===== config.mk =====
export PLATFORM = sky130hd
export DESIGN_NAME = assembly_source_tokenizer
export DESIGN_NICKNAME = d
export VERILOG_FILES = /design/src/rtl/core/ast_pkg.sv /design/src/rtl/core/ast_front.sv /design/src/rtl/core/ast_queue.sv /design/src/rtl/core/ast_back.sv /design/src/rtl/core/assembly_source_tokenizer.sv
export VERILOG_INCLUDE_DIRS = /design/src /design/src/rtl/core
export SDC_FILE = /design/constraint.sdc
export NUM_CORES = 1
export LEC_CHECK = 0
export BUFFER_PORTS_ARGS = -buffer_cell sky130_fd_sc_hd__buf_2
export CAP_MARGIN = 10
export CORE_ASPECT_RATIO = 1.4
export CORE_MARGIN = 2
export CORE_UTILIZATION = 45
export CTS_CLUSTER_SIZE = 25
export DETAILED_ROUTE_END_ITERATION = 10
export MAX_ROUTING_LAYER = met4
export PLACE_DENSITY = 0.61
export SLEW_MARGIN = 40
export SYNTH_ARGS = -nofsm -noshare
export SYNTH_HDL_FRONTEND = slang
export SYNTH_HIERARCHICAL = 1
export SYNTH_SLANG_ARGS = --single-unit

===== constraint.sdc =====
create_clock -name i_clk -period 8.2 [get_ports i_clk]
set_clock_uncertainty 0.05 [all_clocks]
set_input_delay 0.82 -clock i_clk [delete_from_list [all_inputs] [get_ports i_clk]]
set_output_delay 0.82 -clock i_clk [all_outputs]
set_load 0.02 [all_outputs]

===== src/rtl/core/assembly_source_tokenizer_macros.svh =====
// Assertion macros shared by the tokenizer RTL.
// No dependencies; included by the modules that carry assertions.
`ifndef ASSEMBLY_SOURCE_TOKENIZER_MACROS_SVH
`define ASSEMBLY_SOURCE_TOKENIZER_MACROS_SVH

`ifndef NO_ASSERTIONS
// checked only out of reset
`define AST_ASSERT(lbl, prop, msg) \
    lbl: assert property (@(posedge i_clk) disable iff (!i_rst_n) prop) else $error(msg);
// checked at every edge, reset included
`define AST_ASSERT_ALWAYS(lbl, prop, msg) \
    lbl: assert property (@(posedge i_clk) prop) else $error(msg);
`else
`define AST_ASSERT(lbl, prop, msg)
`define AST_ASSERT_ALWAYS(lbl, prop, msg)
`endif

`endif


===== src/rtl/core/ast_pkg.sv =====
// Shared types, token kinds and the mnemonic table of the tokenizer.
// No dependencies.
package ast_pkg;

    typedef logic [2:0] t_kind;

    localparam t_kind K_NUMBER      = 3'd0;
    localparam t_kind K_ADDRESS     = 3'd1;
    localparam t_kind K_IDENT       = 3'd2;
    localparam t_kind K_MNEMONIC    = 3'd3;
    localparam t_kind K_UNEXPECTED  = 3'd4;
    localparam t_kind K_END         = 3'd5;
    localparam t_kind K_BRACKET_ERR = 3'd6;

    localparam int QUEUE_DEPTH = 4;
    localparam int MNEM_COUNT  = 15;

    // token as it travels from front to back; mnemonic still unresolved
    typedef struct packed {
        t_kind       kind;
        logic [15:0] start;
        logic [7:0]  length;
        logic [31:0] chars;     // first four characters, first in low byte
        logic        is_short;  // four characters or fewer
        logic        is_last;
    } t_token;

    // up to two tokens per transaction, t0 first
    typedef struct packed {
        logic   v0;
        logic   v1;
        t_token t0;
        t_token t1;
    } t_push;

    typedef struct packed {
        logic       hit;
        logic [3:0] code;
    } t_match;

    // strings are reversed so that the first character lands in the low byte
    localparam logic [31:0] MNEM_CHARS [MNEM_COUNT] = '{
        {8'h00, "VOM"}, {8'h00, "DNA"}, {16'h0000, "RO"}, "DNAN",
        {8'h00, "RON"}, {8'h00, "DDA"}, {8'h00, "BUS"},   {8'h00, "PMJ"},
        {8'h00, "QEJ"}, {8'h00, "ELJ"}, "QELJ",           {8'h00, "PON"},
        "QENJ",         {8'h00, "RGJ"}, "QEGJ"
    };
    localparam logic [7:0] MNEM_LEN [MNEM_COUNT] = '{
        8'd3, 8'd3, 8'd2, 8'd4, 8'd3, 8'd3, 8'd3, 8'd3,
        8'd3, 8'd3, 8'd4, 8'd3, 8'd4, 8'd3, 8'd4
    };

    function automatic t_match mnem_lookup(input logic [31:0] chars, input logic [7:0] len);
        t_match m;
        m = '0;
        for (int i = MNEM_COUNT - 1; i >= 0; i--) begin
            if (MNEM_CHARS[i] == chars && MNEM_LEN[i] == len) begin
                m.hit  = 1'b1;
                m.code = 4'(i);
            end
        end
        return m;
    endfunction

endpackage


===== src/rtl/core/ast_front.sv =====
// Front end: character classification and scan state, up to two tokens per transaction.
// Depends on ast_pkg and assembly_source_tokenizer_macros.svh.
`include "assembly_source_tokenizer_macros.svh"
module ast_front #(
    parameter int POSITION_BITS    = 16,
    parameter int MAX_TOKEN_LENGTH = 255
) (
    input  logic          i_clk,
    input  logic          i_rst_n,
    input  logic          i_accept,
    input  logic          i_action,
    input  logic [7:0]    i_char_code,
    output ast_pkg::t_push o_push
);
    import ast_pkg::*;

    localparam int LW = $clog2(MAX_TOKEN_LENGTH + 1);
    localparam logic [LW-1:0] LenMax = LW'(MAX_TOKEN_LENGTH);

    localparam logic [2:0] MODE_IDLE    = 3'd0;
    localparam logic [2:0] MODE_COMMENT = 3'd1;
    localparam logic [2:0] MODE_NUMBER  = 3'd2;
    localparam logic [2:0] MODE_IDENT   = 3'd3;
    localparam logic [2:0] MODE_ADDR    = 3'd4;

    localparam logic [7:0] CH_LF     = 8'h0A;
    localparam logic [7:0] CH_HASH   = 8'h23;
    localparam logic [7:0] CH_COMMA  = 8'h2C;
    localparam logic [7:0] CH_LBRACK = 8'h5B;
    localparam logic [7:0] CH_RBRACK = 8'h5D;

    logic [2:0]               r_mode, n_mode;
    logic [POSITION_BITS-1:0] r_pos, n_pos;
    logic [POSITION_BITS-1:0] r_start, n_start;
    logic [LW-1:0]            r_len, n_len;
    logic [31:0]              r_chars, n_chars;

    logic [LW-1:0]  grown;
    logic           c_space, c_digit, c_alpha;
    logic           use_idle;
    logic           pend_v, sec_v;
    t_kind          pend_kind, sec_kind;
    logic [7:0]     sec_len;
    logic [LW+7:0]  len_ext;
    logic [POSITION_BITS+15:0] start_ext, pos_ext;
    t_token         pend_tok, sec_tok;

    always_comb begin
        c_space = (i_char_code inside {[8'd9:8'd13]}) || i_char_code == 8'd32;
        c_digit = i_char_code inside {[8'd48:8'd57]};
        c_alpha = (i_char_code inside {[8'd97:8'd122]}) || (i_char_code inside {[8'd65:8'd90]})
                  || i_char_code == 8'd95;
        grown   = (r_len < LenMax) ? r_len + LW'(1) : r_len;

        n_mode    = r_mode;
        n_pos     = r_pos;
        n_start   = r_start;
        n_len     = r_len;
        n_chars   = r_chars;
        use_idle  = 1'b0;
        pend_v    = 1'b0;
        pend_kind = K_NUMBER;
        sec_v     = 1'b0;
        sec_kind  = K_UNEXPECTED;
        sec_len   = 8'd1;

        if (i_accept) begin
            if (i_action) begin
                case (r_mode)
                    MODE_NUMBER: begin
                        pend_v    = 1'b1;
                        pend_kind = K_NUMBER;
                    end
                    MODE_IDENT: begin
                        pend_v    = 1'b1;
                        pend_kind = K_IDENT;
                    end
                    MODE_ADDR: begin
                        pend_v    = 1'b1;
                        pend_kind = K_BRACKET_ERR;
                    end
                    default: ;
                endcase
                sec_v    = 1'b1;
                sec_kind = K_END;
                sec_len  = 8'd0;
                n_mode   = MODE_IDLE;
            end else begin
                n_pos = r_pos + POSITION_BITS'(1);
                case (r_mode)
                    MODE_COMMENT: begin
                        if (i_char_code == CH_LF) n_mode = MODE_IDLE;
                    end
                    MODE_NUMBER: begin
                        if (c_digit) begin
                            n_len = grown;
                        end else begin
                            pend_v    = 1'b1;
                            pend_kind = K_NUMBER;
                            use_idle  = 1'b1;
                        end
                    end
                    MODE_IDENT: begin
                        if (c_alpha || c_digit) begin
                            if (r_len < LW'(4)) n_chars[{r_len[1:0], 3'b000} +: 8] = i_char_code;
                            n_len = grown;
                        end else begin
                            pend_v    = 1'b1;
                            pend_kind = K_IDENT;
                            use_idle  = 1'b1;
                        end
                    end
                    MODE_ADDR: begin
                        if (c_digit) begin
                            n_len = grown;
                        end else begin
                            // a stray character inside brackets is dropped
                            pend_v    = 1'b1;
                            pend_kind = (i_char_code == CH_RBRACK) ? K_ADDRESS : K_BRACKET_ERR;
                            n_mode    = MODE_IDLE;
                        end
                    end
                    default: use_idle = 1'b1;
                endcase

                if (use_idle) begin
                    if (c_space || i_char_code == CH_COMMA) begin
                        n_mode = MODE_IDLE;
                    end else if (i_char_code == CH_HASH) begin
                        n_mode = MODE_COMMENT;
                    end else if (c_digit) begin
                        n_mode  = MODE_NUMBER;
                        n_start = r_pos;
                        n_len   = LW'(1);
                    end else if (i_char_code == CH_LBRACK) begin
                        n_mode  = MODE_ADDR;
                        n_start = r_pos + POSITION_BITS'(1);
                        n_len   = '0;
                    end else if (c_alpha) begin
                        n_mode  = MODE_IDENT;
                        n_start = r_pos;
                        n_len   = LW'(1);
                        n_chars = {24'd0, i_char_code};
                    end else begin
                        n_mode = MODE_IDLE;
                        sec_v  = 1'b1;
                    end
                end
            end
        end
    end

    always_comb begin
        len_ext   = {8'd0, r_len};
        start_ext = {16'd0, r_start};
        pos_ext   = {16'd0, r_pos};

        pend_tok.kind     = pend_kind;
        pend_tok.start    = start_ext[15:0];
        pend_tok.length   = len_ext[7:0];
        pend_tok.chars    = r_chars;
        pend_tok.is_short = (r_len <= LW'(4));
        pend_tok.is_last  = !sec_v;

        sec_tok.kind     = sec_kind;
        sec_tok.start    = pos_ext[15:0];
        sec_tok.length   = sec_len;
        sec_tok.chars    = '0;
        sec_tok.is_short = 1'b0;
        sec_tok.is_last  = 1'b1;

        o_push.v0 = pend_v || sec_v;
        o_push.v1 = pend_v && sec_v;
        o_push.t0 = pend_v ? pend_tok : sec_tok;
        o_push.t1 = sec_tok;
    end

    always_ff @(posedge i_clk) begin
        if (!i_rst_n) begin
            r_mode  <= MODE_IDLE;
            r_pos   <= '0;
            r_start <= '0;
            r_len   <= '0;
            r_chars <= '0;
        end else begin
            r_mode  <= n_mode;
            r_pos   <= n_pos;
            r_start <= n_start;
            r_len   <= n_len;
            r_chars <= n_chars;
        end
    end

    `AST_ASSERT(a_end_idles, (i_accept && i_action) |=> (r_mode == MODE_IDLE), "mode not idle after end of text")
    `AST_ASSERT(a_end_keeps_pos, (i_accept && i_action) |=> (r_pos == $past(r_pos)), "end of text moved position")

endmodule


===== src/rtl/core/ast_queue.sv =====
// Token queue between front and back: up to two writes and one read per cycle.
// Depends on ast_pkg and assembly_source_tokenizer_macros.svh.
`include "assembly_source_tokenizer_macros.svh"
module ast_queue (
    input  logic            i_clk,
    input  logic            i_rst_n,
    input  ast_pkg::t_push  i_push,
    input  logic            i_pop,
    output ast_pkg::t_token o_head,
    output logic            o_head_valid,
    output logic            o_almost_full
);
    import ast_pkg::*;

    localparam int PW = $clog2(QUEUE_DEPTH);
    localparam int CW = $clog2(QUEUE_DEPTH + 1);

    t_token          r_mem [QUEUE_DEPTH];
    logic [PW-1:0]   r_wr, r_rd;
    logic [CW-1:0]   r_count;
    logic [CW-1:0]   push_n;
    logic [PW-1:0]   wr_next;

    always_comb begin
        push_n        = CW'(i_push.v0) + CW'(i_push.v1);
        wr_next       = r_wr + PW'(1);
        o_head        = r_mem[r_rd];
        o_head_valid  = (r_count != '0);
        // two free entries are needed for the worst transaction
        o_almost_full = (r_count > CW'(QUEUE_DEPTH - 2));
    end

    always_ff @(posedge i_clk) begin
        if (i_push.v0) r_mem[r_wr] <= i_push.t0;
        if (i_push.v1) r_mem[wr_next] <= i_push.t1;
    end

    always_ff @(posedge i_clk) begin
        if (!i_rst_n) begin
            r_wr    <= '0;
            r_rd    <= '0;
            r_count <= '0;
        end else begin
            r_wr    <= r_wr + PW'(push_n);
            r_rd    <= r_rd + PW'(i_pop);
            r_count <= r_count + push_n - CW'(i_pop);
        end
    end

    `AST_ASSERT(a_no_overflow, push_n <= (CW'(QUEUE_DEPTH) - r_count), "queue overflow")
    `AST_ASSERT(a_no_underflow, !(i_pop && r_count == '0), "pop from empty queue")

endmodule


===== src/rtl/core/ast_back.sv =====
// Back end: mnemonic resolution and the output register.
// Depends on ast_pkg and assembly_source_tokenizer_macros.svh.
`include "assembly_source_tokenizer_macros.svh"
module ast_back (
    input  logic            i_clk,
    input  logic            i_rst_n,
    input  ast_pkg::t_token i_head,
    input  logic            i_head_valid,
    output logic            o_pop,
    input  logic            i_stall,
    output logic            o_valid,
    output logic [2:0]      o_token_kind,
    output logic [15:0]     o_token_start,
    output logic [7:0]      o_token_length,
    output logic [3:0]      o_mnemonic_code,
    output logic            o_is_last
);
    import ast_pkg::*;

    logic        r_valid;
    t_kind       r_kind, n_kind;
    logic [15:0] r_start;
    logic [7:0]  r_length;
    logic [3:0]  r_code, n_code;
    logic        r_last;
    t_match      match;

    always_comb begin
        o_pop  = i_head_valid && (!r_valid || !i_stall);
        match  = mnem_lookup(i_head.chars, i_head.length);
        n_kind = i_head.kind;
        n_code = 4'd0;
        if (i_head.kind == K_IDENT && i_head.is_short && match.hit) begin
            n_kind = K_MNEMONIC;
            n_code = match.code;
        end
    end

    always_ff @(posedge i_clk) begin
        if (!i_rst_n) begin
            r_valid <= 1'b0;
        end else if (!r_valid || !i_stall) begin
            r_valid <= i_head_valid;
        end
    end

    always_ff @(posedge i_clk) begin
        if (o_pop) begin
            r_kind   <= n_kind;
            r_start  <= i_head.start;
            r_length <= i_head.length;
            r_code   <= n_code;
            r_last   <= i_head.is_last;
        end
    end

    assign o_valid         = r_valid;
    assign o_token_kind    = r_kind;
    assign o_token_start   = r_start;
    assign o_token_length  = r_length;
    assign o_mnemonic_code = r_code;
    assign o_is_last       = r_last;

    `AST_ASSERT(a_pop_shows, o_pop |=> r_valid, "popped token not presented")
    `AST_ASSERT(a_code_kind, r_valid |-> (r_kind == K_MNEMONIC || r_code == 4'd0), "code on non-mnemonic")
    `AST_ASSERT_ALWAYS(a_reset_clears, !i_rst_n |=> !r_valid, "output valid after reset")

endmodule


===== src/rtl/core/assembly_source_tokenizer.sv =====
// Assembly source tokenizer top level: front end, token queue, back end.
// Depends on ast_pkg, ast_front, ast_queue, ast_back.
//
// Usage:
//   Input channel (i_valid / o_stall): one transaction per cycle while o_stall
//   is low, each a source character (i_action = 0) or end of text (i_action = 1).
//   Output channel (o_valid / i_stall): up to two tokens per transaction, with
//   kind, start offset, length, mnemonic code and o_is_last marking the
//   final token caused by an input transaction.
//   The front end classifies each character combinationally and may give up
//   to two tokens, written into the queue; the back end moves the queue head
//   into the output register and presents one token a cycle while i_stall is
//   low, so sustained input is one character per cycle while the tokens keep up.
//   A four-entry queue sits between the two ends; o_stall rises when fewer
//   than two entries are free.
//   Receiver stall: the output register holds its token, the queue fills and
//   then the input stalls; nothing is lost.
//   Reset (synchronous, active low) clears the scan state and the position
//   to zero, empties the queue and drops o_valid.
module assembly_source_tokenizer #(
    parameter int POSITION_BITS    = 16,
    parameter int MAX_TOKEN_LENGTH = 255
) (
    input  logic        i_clk,
    input  logic        i_rst_n,
    input  logic        i_valid,
    output logic        o_stall,
    input  logic        i_action,
    input  logic [7:0]  i_char_code,
    output logic        o_valid,
    input  logic        i_stall,
    output logic [2:0]  o_token_kind,
    output logic [15:0] o_token_start,
    output logic [7:0]  o_token_length,
    output logic [3:0]  o_mnemonic_code,
    output logic        o_is_last
);
    import ast_pkg::*;

    t_push  push;
    t_token head;
    logic   head_valid;
    logic   pop;
    logic   almost_full;
    logic   accept;

    assign o_stall = almost_full;
    assign accept  = i_valid && !almost_full;

    ast_front #(
        .POSITION_BITS   (POSITION_BITS),
        .MAX_TOKEN_LENGTH(MAX_TOKEN_LENGTH)
    ) u_front (
        .i_clk      (i_clk),
        .i_rst_n    (i_rst_n),
        .i_accept   (accept),
        .i_action   (i_action),
        .i_char_code(i_char_code),
        .o_push     (push)
    );

    ast_queue u_queue (
        .i_clk        (i_clk),
        .i_rst_n      (i_rst_n),
        .i_push       (push),
        .i_pop        (pop),
        .o_head       (head),
        .o_head_valid (head_valid),
        .o_almost_full(almost_full)
    );

    ast_back u_back (
        .i_clk          (i_clk),
        .i_rst_n        (i_rst_n),
        .i_head         (head),
        .i_head_valid   (head_valid),
        .o_pop          (pop),
        .i_stall        (i_stall),
        .o_valid        (o_valid),
        .o_token_kind   (o_token_kind),
        .o_token_start  (o_token_start),
        .o_token_length (o_token_length),
        .o_mnemonic_code(o_mnemonic_code),
        .o_is_last      (o_is_last)
    );

endmodule

==> results.rst, run 1 <==
.. list-table::
   :header-rows: 1

   * - Metric
     - Value
   * - Area of the die
     - 42,900 µm²
   * - Share of final-layout standard cells stronger than drive strength 1
     - 33.8%
   * - Unrepaired setup endpoints after global routing
     - no
   * - Area of the core region
     - 41,000 µm²
   * - Multiplexer share of the synthesized area
     - 23.4%
   * - Min-Delay Path Depth
     - 2
   * - DRT antenna net count
     - 0
   * - Class of the most critical hold timing path
     - reg -> reg
   * - Area fraction of the dominant cell type after synthesis
     - 44.7%
   * - Pin slew with the least headroom to its limit
     - 0.867 ns
   * - Critical-path maximum fanout
     - 26
   * - Worst Path Arrival
     - 4.50 ns
   * - Number of global-route vias before repair
     - 11.8k
   * - Combined area of all synthesized cells
     - 18,500 µm²
   * - Horizontal die dimension
     - 176 µm
   * - Worst path top cell family by delay
     - simple AND/OR/NAND/NOR gates
   * - Fraction of registers with async set or reset after synthesis
     - 0%
   * - Effective utilization at floorplan
     - 45.3%
   * - Antenna violations before repair
     - 1
   * - Routed wire length
     - 46,800 µm
   * - Final Core Density
     - 49.5%
   * - Period utilization
     - 50.9%
   * - Endpoint of the worst-slack reg-to-reg timing path
     - u_back/o_token_kind[0]
   * - Clock-pin transition on the worst setup and hold timing paths
     - 0.06 ns
   * - Clock tree buffer depth
     - 3
   * - Worst Setup Path Type
     - reg -> reg
   * - Final setup violating endpoints
     - 0
   * - Gate count of the mapped netlist
     - 1,363
   * - Row count
     - 88
   * - Number of failing hold endpoints at the final stage
     - 0
   * - Vias
     - 11.3k
   * - Xor/xnor cell area share of the yosys netlist
     - 1.61%
   * - Number of sinks handled by clock tree synthesis
     - 359
   * - Number of port buffers
     - 46
   * - Ys flop type
     - edfxtp_1
   * - Fraction of the mapped netlist area in adder cells
     - 0.985%
   * - Worst Setup End Kind
     - flip-flop
   * - Count of pins over their slew limit
     - 0
   * - Total Nets Final
     - 1,415
   * - Count of yosys warnings during synthesis
     - 6
   * - Most frequent cell after synthesis
     - edfxtp_1
   * - Global-route wire length before repair
     - 71,500 µm
   * - Insertion delay of the later-clocked pin in the worst-skew pair
     - 0.53 ns
   * - Combinational family with the most area after synthesis
     - multiplexers
   * - Placed Cells incl. Taps
     - 1,890
   * - Lkg Pwr
     - 7.27 nW
   * - Hold-fix buffers at CTS
     - 0
   * - Max-slew headroom
     - 42.1%
   * - Worst-case hold path end point
     - u_front/r_chars[7]
   * - Power density normalized to cell area
     - 265 nW/µm²
   * - Total Negative Setup Slacks
     - 0 ns
   * - Maximum number of pins on one net before global-route repair
     - 63
   * - Worst reg2reg setup slack
     - 4.03 ns
   * - Initial detailed-routing violation count
     - 774
   * - Reg2reg start
     - u_queue/r_rd[0]
   * - GRT Util Overall
     - 22.8%
   * - Share of the synthesized area in compound gates (AO/OA/AOI/OAI)
     - 4.66%
   * - Simple-gate share of the synthesized area
     - 11.2%
   * - Leading post-synthesis cells by instance count
     - edfxtp_1, mux2_2, dfxtp_1, nor2_1, nand2_1
   * - Mean instance size in the synthesized netlist
     - 13.6 µm²
   * - Peak supply drop
     - 140 µV
   * - # fillers
     - 3,616
   * - Final std cells w/o fill
     - 1,953
   * - Num CTS Buffers
     - 36
   * - Post-layout min period
     - 4.17 ns
   * - Vias/cell
     - 5.79
   * - Dominant cells by area after synthesis
     - edfxtp_1, mux2_2, dfxtp_1
   * - Required time worst endpoint
     - 8.53 ns
   * - Setup crit start kind
     - flip-flop
   * - Crit path buf inv count
     - 0
   * - DRC violation count after routing
     - 0
   * - Worst-path cell chain
     - mux4_2 -> nor4b_2 -> nand4_1 -> nor4_1 -> a21oi_1 -> o311a_1 -> a41oi_2
   * - Delay of the slowest cell on the worst path
     - 0.81 ns
   * - Post-synthesis sequential area ratio
     - 53.7%
   * - Final estimated routing congestion in global placement
     - 0.850
   * - Die height
     - 244 µm
   * - Cell depth of the worst flop-to-flop path
     - 7
   * - Boundary Pins
     - 47
   * - Post-CTS Setup Repair Bufs
     - 0
   * - CTS tree
     - yes
   * - Detailed-placement wirelength estimate
     - 29,500 µm
   * - Total number of H-tree levels
     - 2
   * - HP Start
     - u_front/r_chars[7]
   * - Placed inst area
     - 19,100 µm²
   * - #FFs+latches synth
     - 359
   * - Library cells used by synthesis
     - 88
   * - Total of cells resized after clock tree synthesis
     - 0
   * - Routed WL per cell
     - 24.0 µm
   * - Syn-to-layout area delta
     - 9.25%
   * - Fmax achieved
     - 240 MHz
   * - Summed area of non-filler cells in the final layout
     - 20,300 µm²
   * - Aggregate global routing overflow
     - 0
   * - Result of the run
     - finished clean
   * - Library cell occupying the most area in the post-synthesis netlist
     - edfxtp_1
   * - Clock root buffer
     - clkbuf_16
   * - Count of flip-flops with a built-in enable after synthesis
     - 276
   * - TritonRoute pass-1 iters
     - 5
   * - Critical Path Slowest Stage Cell
     - nor4b_2
   * - Total power after layout
     - 5.37 mW
   * - Max Cap Violations
     - 0
cell type report:
type	instances	area [µm²]	area share (%)
clock inverter	8	41.3	0.204
multi-input combinational	905	8020	39.6
antenna	1	2.50	0.0124
timing repair buffer	73	437	2.16
inverter	13	48.8	0.241
clock buffer	54	1080	5.34
sequential	359	9950	49.1
tap	540	676	3.33
metrics by stage:
stage,hold slack (ns),setup slack (ns)
2_1_floorplan,0.355,1.05
3_3_place_gp,0.370,3.32
3_5_place_dp,0.376,3.62
4_1_cts,0.391,3.99
5_1_grt,0.419,3.76
6_report,0.387,4.03
power breakdown:
part	internal (mW)	total (mW)	switching, mW
Combinational	0.507	1.35	0.848
Sequential	2.31	2.43	0.116
Clock	0.912	1.59	0.680
cells in the final DEF (no fill, tap or decap), types with 21 or more instances in the layout:
master and count:
buf_2 46, mux2_2 255, nand4_1 26, nand3_1 37
o21ai_0 28, conb_1 43, clkbuf_16 39, nor2_1 66
nand2_1 67, and2_1 48, mux4_2 61, edfxtp_1 276
dfxtp_1 81, xor2_1 21, buf_4 26
logic make-up after synthesis:
| group | Yosys count |
|---|---|
| other | 2 |
| muxes | 324 |
| and+or+nand+nor | 369 |
| buffers and inverters | 140 |
| AOI/OAI and AO/OA | 124 |
| adders and majority gates | 14 |
| xor gates and xnor gates | 31 |
| DFF | 359 |
flip-flops by register name, indices dropped and copies added (netlist names):
signal,cells
u_front/r_len,8
u_back/o_mnemonic_code,4
u_queue/r_wr,2
u_queue/r_mem,244
u_front/r_pos,16
u_front/r_chars,32
u_back/o_token_kind,3
u_back/o_is_last,1
u_queue/r_count,3
u_front/r_mode,3
u_queue/r_rd,2
u_back/o_valid,1
u_back/o_token_length,8
u_back/o_token_start,16
u_front/r_start,16
tightest hold or removal path, cell delays in order (launching register included):
cell and delay, ns:
dfxtp_1 0.31, nand2_1 0.05, nor2_1 0.03
metal layers:
| metal | GRT usage, % | wire length [µm] | vias up |
|---|---|---|---|
| met5 | - | 0 | - |
| met4 | 6.64 | 1160 | 0 |
| met3 | 2.57 | 1730 | 73 |
| met2 | 41.1 | 25300 | 253 |
| met1 | 26.6 | 18600 | 5774 |
| li1 | - | - | 5202 |
worst max path at each step:
stage	start	to	slack, ns	cells past startpoint
after floorplan	i_char_code[0]	u_queue/r_mem[0][0]	1.05	9
after global placement	i_char_code[0]	u_queue/r_mem[3][10]	3.32	10
after detailed placement	i_char_code[0]	u_queue/r_count[2]	3.62	15
after CTS	u_queue/r_rd[0]	u_back/o_token_kind[0]	3.99	8
after global routing	u_queue/r_rd[0]	u_back/o_token_kind[0]	3.76	8
final	u_queue/r_rd[0]	u_back/o_token_kind[0]	4.03	7
Power figures use the tool's default switching activity.
==> run 2, diff against run 1 <==
- clock period: 8.2 -> 4.08 ns (I/O delays scaled with it)
==> run 2 against run 1 <==
Worst setup slack worse by 3.5 ns. Maximum frequency is 19% higher. Clock power is 100% higher. Register-to-register slack worse by 3.5 ns. Sequential share of layout area is 0.66 points lower. Largest cell class unchanged. Largest power group unchanged. Sequential cell count stayed put.
==> results.rst, run 2 (synthesized netlist as in run 1, its figures left out) <==
.. list-table::
   :header-rows: 1

   * - Metric
     - Value
   * - Result of the run
     - finished clean (unchanged)
   * - Total power after layout
     - 10.9 mW (was 5.37 mW)
   * - Row count
     - 88 (unchanged)
   * - Worst Setup End Kind
     - flip-flop (unchanged)
   * - Pin slew with the least headroom to its limit
     - 0.952 ns (was 0.867 ns)
   * - TritonRoute pass-1 iters
     - 5 (unchanged)
   * - Number of port buffers
     - 46 (unchanged)
   * - DRC violation count after routing
     - 0 (unchanged)
   * - Top Registers
     - u_queue/r_mem x244, u_front/r_chars x32 (unchanged)
   * - Fmax achieved
     - 285 MHz (was 240 MHz)
   * - Min-Delay Path Depth
     - 2 (unchanged)
   * - Share of final-layout standard cells stronger than drive strength 1
     - 34.2% (was 33.8%)
   * - Detailed-placement wirelength estimate
     - 29,800 µm (was 29,500 µm)
   * - Worst-case hold path end point
     - u_queue/r_rd[1] (was u_front/r_chars[7])
   * - Peak supply drop
     - 291 µV (was 140 µV)
   * - Most frequent cells in the layout
     - edfxtp_1, mux2_2, dfxtp_1 (unchanged)
   * - Vias/cell
     - 5.79 (about the same)
   * - Lkg Pwr
     - 7.40 nW (was 7.27 nW)
   * - Number of failing hold endpoints at the final stage
     - 0 (unchanged)
   * - Aggregate global routing overflow
     - 0 (unchanged)
   * - Num CTS Buffers
     - 37 (was 36)
   * - Post-CTS Setup Repair Bufs
     - 0 (unchanged)
   * - Clock root buffer
     - clkbuf_16 (unchanged)
   * - Unrepaired setup endpoints after global routing
     - no (unchanged)
   * - Max-slew headroom
     - 35.9% (was 42.1%)
   * - Routed wire length
     - 46,500 µm (was 46,800 µm)
   * - Total Nets Final
     - 1,435 (was 1,415)
   * - Insertion delay of the later-clocked pin in the worst-skew pair
     - 0.52 ns (was 0.53 ns)
   * - Worst reg2reg setup slack
     - 0.57 ns (was 4.03 ns)
   * - Die height
     - 244 µm (unchanged)
   * - Effective utilization at floorplan
     - 45.3% (unchanged)
   * - Clock tree buffer depth
     - 3 (unchanged)
   * - Area of the die
     - 42,900 µm² (unchanged)
   * - Power density normalized to cell area
     - 533 nW/µm² (was 265 nW/µm²)
   * - HP Start
     - i_rst_n (was u_front/r_chars[7])
   * - GRT Util Overall
     - 22.6% (was 22.8%)
   * - DRT antenna net count
     - 0 (unchanged)
   * - Leading cell type in the layout, fill and taps excluded
     - edfxtp_1 (unchanged)
   * - Crit path setup slack, layout
     - 0.568 ns (was 4.03 ns)
   * - Number of flip-flops under the largest register name
     - 244 (unchanged)
   * - CTS tree
     - yes (unchanged)
   * - Critical-path maximum fanout
     - 8 (was 26)
   * - Worst setup slack before clock tree synthesis
     - 0.318 ns (was 3.62 ns)
   * - Crit path buf inv count
     - 1 (was 0)
   * - Critical Path Slowest Stage Cell
     - nor4_1 (was nor4b_2)
   * - Maximum number of pins on one net before global-route repair
     - 42 (was 63)
   * - Worst Path Arrival
     - 3.83 ns (was 4.50 ns)
   * - Total Negative Setup Slacks
     - 0 ns (unchanged)
   * - Horizontal die dimension
     - 176 µm (unchanged)
   * - Endpoint of the worst-slack reg-to-reg timing path
     - u_back/o_token_kind[0] (unchanged)
   * - Class of the most critical hold timing path
     - in -> reg (was reg -> reg)
   * - Post-layout min period
     - 3.51 ns (was 4.17 ns)
   * - Vias
     - 11.4k (was 11.3k)
   * - Global-route wire length before repair
     - 71,400 µm (was 71,500 µm)
   * - Delay of the slowest cell on the worst path
     - 0.60 ns (was 0.81 ns)
   * - Antenna violations before repair
     - 1 (unchanged)
   * - Period utilization
     - 86.1% (was 50.9%)
   * - Reg2reg start
     - u_queue/r_rd[0] (unchanged)
   * - Worst Setup Path Type
     - reg -> reg (unchanged)
   * - Setup crit start kind
     - flip-flop (unchanged)
   * - Final setup violating endpoints
     - 0 (unchanged)
   * - Number of global-route vias before repair
     - 12.0k (was 11.8k)
   * - Final std cells w/o fill
     - 1,975 (was 1,953)
   * - Required time worst endpoint
     - 4.39 ns (was 8.53 ns)
   * - Largest Register
     - u_queue/r_mem (unchanged)
   * - Worst-path cell chain
     - buf_4 -> mux4_2 -> nor4_4 -> nand4b_1 -> nor4_1 -> a21oi_1 -> o2111a_1 -> a41oi_2 (was mux4_2 -> nor4b_2 -> nand4_1 -> nor4_1 -> a21oi_1 -> o311a_1 -> a41oi_2)
   * - Placed Cells incl. Taps
     - 1,909 (was 1,890)
   * - Max Cap Violations
     - 0 (unchanged)
   * - Area of the core region
     - 41,000 µm² (unchanged)
   * - Final estimated routing congestion in global placement
     - 0.916 (was 0.850)
   * - Clock-pin transition on the worst setup and hold timing paths
     - 0.06 ns (about the same)
   * - Total number of cells along the worst setup path
     - 8 (was 7)
   * - Initial detailed-routing violation count
     - 688 (was 774)
   * - Number of sinks handled by clock tree synthesis
     - 359 (unchanged)
   * - Boundary Pins
     - 47 (unchanged)
   * - Total of cells resized after clock tree synthesis
     - 0 (unchanged)
   * - Total number of H-tree levels
     - 2 (unchanged)
   * - Syn-to-layout area delta
     - 10.7% (was 9.25%)
   * - Routed WL per cell
     - 23.5 µm (was 24.0 µm)
   * - Hold-fix buffers at CTS
     - 0 (unchanged)
   * - Cell depth of the worst flop-to-flop path
     - 8 (was 7)
   * - Count of pins over their slew limit
     - 0 (unchanged)
   * - Worst path top cell family by delay
     - simple AND/OR/NAND/NOR gates (unchanged)
run 2: how the worst max path moves through the flow:
stage / endpoint / slack [ns] / start
floorplan: u_queue/r_mem[2][0] / -1.02 / i_char_code[0]
global placement: u_queue/r_count[2] / 0.36 / i_char_code[0]
detailed placement: u_queue/r_count[2] / 0.32 / i_char_code[0]
CTS: u_back/o_token_kind[0] / 0.62 / u_queue/r_rd[0]
global route: u_queue/r_count[2] / 0.36 / u_queue/r_count[0]
finish: u_back/o_token_kind[0] / 0.57 / u_queue/r_rd[0]
run 2: worst register-to-register path: stages, from the launching register on:
cell and delay [ns]:
dfxtp_4 0.48, buf_4 0.20, mux4_2 0.52, nor4_4 0.57, nand4b_1 0.37, nor4_1 0.60
a21oi_1 0.18, o2111a_1 0.23, a41oi_2 0.16
run 2: where the power goes:
| group | internal [mW] | switching [mW] | leakage (nW) |
|---|---|---|---|
| registers | 4.64 | 0.207 | 3.30 |
| logic | 1.11 | 1.74 | 3.54 |
| clock network | 1.87 | 1.38 | 0.555 |
| total | 7.63 | 3.32 | 7.40 |
run 2: area by class of cell:
cell class                 instances  area, µm²
fill                            3579      20400
sequential                       359       9950
multi-input combinational        905       8010
clock buffer                      55       1030
timing repair buffer              92        713
tap                              540        676
clock inverter                    10        100
inverter                          13       48.8
antenna                            1       2.50
run 2: metrics by stage:
stage	hold WS, ns	utilization [%]	area [µm²]
6_report	0.122	50.1	20500
5_1_grt	0.115	50.1	20500
4_1_cts	0.103	50.1	20500
2_1_floorplan	0.355	-	18700
3_3_place_gp	0.373	47.4	19400
3_5_place_dp	0.376	47.4	19400
run 2: layer usage:
layer	routed length, µm	share of wire [%]	vias to the layer above	GRT usage, %
met5	0	0	-	-
met4	1730	3.7	0	8.51
met3	1790	3.9	92	3.02
met2	24500	53	259	40.0
met1	18400	40	5825	26.0
li1	-	-	5250	-
==> run 3, diff against run 2 <==
- CORE_UTILIZATION: 45 -> 27
- PLACE_DENSITY: 0.61 -> 0.41
==> run 3 against run 2 <==
Power is 6.5% higher. Critical endpoint unchanged. Worst setup slack worse by 0.019 ns. Highest routed layer unchanged. Sequential cell count stayed put. Worst hold slack worse by 0.0097 ns. Critical path depth stayed put. Register-to-register slack worse by 0.02 ns. Clock power is 18% higher.
==> results.rst, run 3 (synthesized netlist as in run 1, its figures left out) <==
.. list-table::
   :header-rows: 1

   * - Metric
     - Value
   * - Clock tree buffer depth
     - 3 (unchanged)
   * - Detailed-placement wirelength estimate
     - 35,400 µm (was 29,800 µm)
   * - Num CTS Buffers
     - 42 (was 37)
   * - Comb power frac
     - 25.3% (was 26.0%)
   * - Number of flip-flops under the largest register name
     - 244 (unchanged)
   * - Routed wire length
     - 54,300 µm (was 46,500 µm)
   * - Clock Power Share
     - 32.8% (was 29.7%)
   * - Number of sinks handled by clock tree synthesis
     - 359 (unchanged)
   * - Insertion delay of the later-clocked pin in the worst-skew pair
     - 0.56 ns (was 0.52 ns)
   * - Peak supply drop
     - 230 µV (was 291 µV)
   * - Number of port buffers
     - 46 (unchanged)
   * - Post-layout min period
     - 3.53 ns (was 3.51 ns)
   * - CTS tree
     - yes (unchanged)
   * - Period utilization
     - 86.5% (was 86.1%)
   * - Worst path top cell family by delay
     - simple AND/OR/NAND/NOR gates (unchanged)
   * - Delay of the slowest cell on the worst path
     - 0.56 ns (was 0.60 ns)
   * - Worst reg2reg setup slack
     - 0.55 ns (was 0.57 ns)
   * - Total Nets Final
     - 1,448 (was 1,435)
   * - Initial detailed-routing violation count
     - 643 (was 688)
   * - Vias
     - 11.4k (about the same)
   * - Count of pins over their slew limit
     - 0 (unchanged)
   * - Area of the die
     - 70,800 µm² (was 42,900 µm²)
   * - Critical Path Slowest Stage Cell
     - dfxtp_4 (was nor4_1)
   * - Worst Setup End Kind
     - flip-flop (unchanged)
   * - Final estimated routing congestion in global placement
     - 0.846 (was 0.916)
   * - Aggregate global routing overflow
     - 0 (unchanged)
   * - Net switching power of the design
     - 3.66 mW (was 3.32 mW)
   * - Maximum number of pins on one net before global-route repair
     - 45 (was 42)
   * - Worst Setup Path Type
     - reg -> reg (unchanged)
   * - TritonRoute pass-1 iters
     - 5 (unchanged)
   * - Routed length on met3
     - 1590 µm (was 1790 µm)
   * - Horizontal die dimension
     - 225 µm (was 176 µm)
   * - Number of failing hold endpoints at the final stage
     - 0 (unchanged)
   * - Total of cells resized after clock tree synthesis
     - 0 (unchanged)
   * - Clock root buffer
     - clkbuf_16 (unchanged)
   * - Unrepaired setup endpoints after global routing
     - no (unchanged)
   * - Row count
     - 113 (was 88)
   * - Syn-to-layout area delta
     - 14.8% (was 10.7%)
   * - Total power after layout
     - 11.7 mW (was 10.9 mW)
   * - Result of the run
     - finished clean (unchanged)
   * - Crit path setup slack, layout
     - 0.549 ns (was 0.568 ns)
   * - GRT Util Overall
     - 16.1% (was 22.6%)
   * - Global-route wire length before repair
     - 81,700 µm (was 71,400 µm)
   * - Top Registers
     - u_queue/r_mem x244, u_front/r_chars x32 (unchanged)
   * - Critical-path maximum fanout
     - 18 (was 8)
   * - Worst-path cell chain
     - buf_12 -> mux4_2 -> nor4_4 -> nand4b_1 -> nor4_1 -> a21oi_1 -> o2111a_1 -> a41oi_2 (was buf_4 -> mux4_2 -> nor4_4 -> nand4b_1 -> nor4_1 -> a21oi_1 -> o2111a_1 -> a41oi_2)
   * - Most frequent cells in the layout
     - edfxtp_1, mux2_2, dfxtp_1 (unchanged)
   * - DRT antenna net count
     - 0 (unchanged)
   * - Power Internal
     - 8.01 mW (was 7.63 mW)
   * - Setup crit start kind
     - flip-flop (unchanged)
   * - Power density normalized to cell area
     - 548 nW/µm² (was 533 nW/µm²)
   * - Lkg Pwr
     - 7.57 nW (was 7.40 nW)
   * - Boundary Pins
     - 47 (unchanged)
   * - Effective utilization at floorplan
     - 27.3% (was 45.3%)
   * - Max-slew headroom
     - 47.3% (was 35.9%)
   * - Share of final-layout standard cells stronger than drive strength 1
     - 35.2% (was 34.2%)
   * - Reg power frac
     - 41.8% (was 44.3%)
   * - Total number of H-tree levels
     - 2 (unchanged)
   * - Max Cap Violations
     - 0 (unchanged)
   * - Clock-pin transition on the worst setup and hold timing paths
     - 0.06 ns (about the same)
   * - Hold-fix buffers at CTS
     - 0 (unchanged)
   * - Pin slew with the least headroom to its limit
     - 0.790 ns (was 0.952 ns)
   * - Number of global-route vias before repair
     - 12.3k (was 12.0k)
   * - Routed met2 length
     - 28,900 µm (was 24,500 µm)
   * - Crit path buf inv count
     - 1 (unchanged)
   * - Required time worst endpoint
     - 4.43 ns (was 4.39 ns)
   * - Met1 wire length
     - 22,500 µm (was 18,400 µm)
   * - Post-CTS Setup Repair Bufs
     - 0 (unchanged)
   * - Vias/cell
     - 4.92 (was 5.79)
   * - Antenna violations before repair
     - 4 (was 1)
   * - Leading cell type in the layout, fill and taps excluded
     - edfxtp_1 (unchanged)
   * - Worst setup slack before clock tree synthesis
     - 0.287 ns (was 0.318 ns)
   * - Final setup violating endpoints
     - 0 (unchanged)
   * - Routed WL per cell
     - 23.4 µm (was 23.5 µm)
   * - Fmax achieved
     - 283 MHz (was 285 MHz)
   * - Top layer in use
     - met4 (unchanged)
   * - Largest Register
     - u_queue/r_mem (unchanged)
   * - Area of the core region
     - 67,900 µm² (was 41,000 µm²)
   * - Fraction of power spent switching nets
     - 31.3% (was 30.3%)
   * - Class of the most critical hold timing path
     - in -> reg (unchanged)
   * - Worst Path Arrival
     - 3.88 ns (was 3.83 ns)
   * - DRC violation count after routing
     - 0 (unchanged)
   * - Die height
     - 314 µm (was 244 µm)
## run 3: path summary, 6_finish.rpt
path                            from                endpoint  cells past startpoint
setup / recovery     u_queue/r_rd[0]  u_back/o_token_kind[0]                      8
hold / removal               i_stall          u_back/o_valid                      3
setup reg to reg     u_queue/r_rd[0]  u_back/o_token_kind[0]                      8
hold reg to reg   u_front/r_chars[7]      u_front/r_chars[7]                      2
## run 3: area by class of cell
type / instances / area [µm²]
Multi-Input combinational cell: 905 / 8010
Sequential cell: 359 / 9960
Fill cell: 6759 / 46600
Timing Repair Buffer: 100 / 811
Antenna cell: 1 / 2.50
Inverter: 13 / 48.8
Tap cell: 862 / 1080
Clock inverter: 27 / 236
Clock buffer: 50 / 1140
## run 3: worst reg2reg max path, cell delays in order (launching register included)
cell	delay (ns)
dfxtp_4	0.56
buf_12	0.26
mux4_2	0.59
nor4_4	0.49
nand4b_1	0.32
nor4_1	0.52
a21oi_1	0.20
o2111a_1	0.22
a41oi_2	0.17
## run 3: power by group through the flow
stage,Clock [mW],Combinational (mW),Sequential (mW)
after CTS,3.99,3.06,4.90
after floorplan,0,1.70,5.08
after global placement,0,3.08,4.96
final,3.83,2.96,4.88
after global routing,4.11,3.19,4.94
after detailed placement,0,3.05,4.96
## run 3: layer usage
metal | GRT usage, % | vias to the layer above
li1 | - | 5283
met1 | 18.8 | 5845
met2 | 28.9 | 200
met3 | 2.12 | 74
met4 | 4.03 | 0
met5 | - | -
## run 3: per-stage QoR
stage | instances | utilization (%) | instance area (µm²) | TNS (ns) | hold WS [ns]
global placement | 2239 | 29.3 | 19900 | 0 | 0.370
floorplan | 1404 | - | 18700 | -124.90 | 0.355
global route | 2317 | 31.4 | 21300 | 0 | 0.147
finish | 2317 | 31.4 | 21300 | 0 | 0.112
detailed placement | 2239 | 29.3 | 19900 | 0 | 0.371
CTS | 2316 | 31.4 | 21300 | 0 | 0.0701
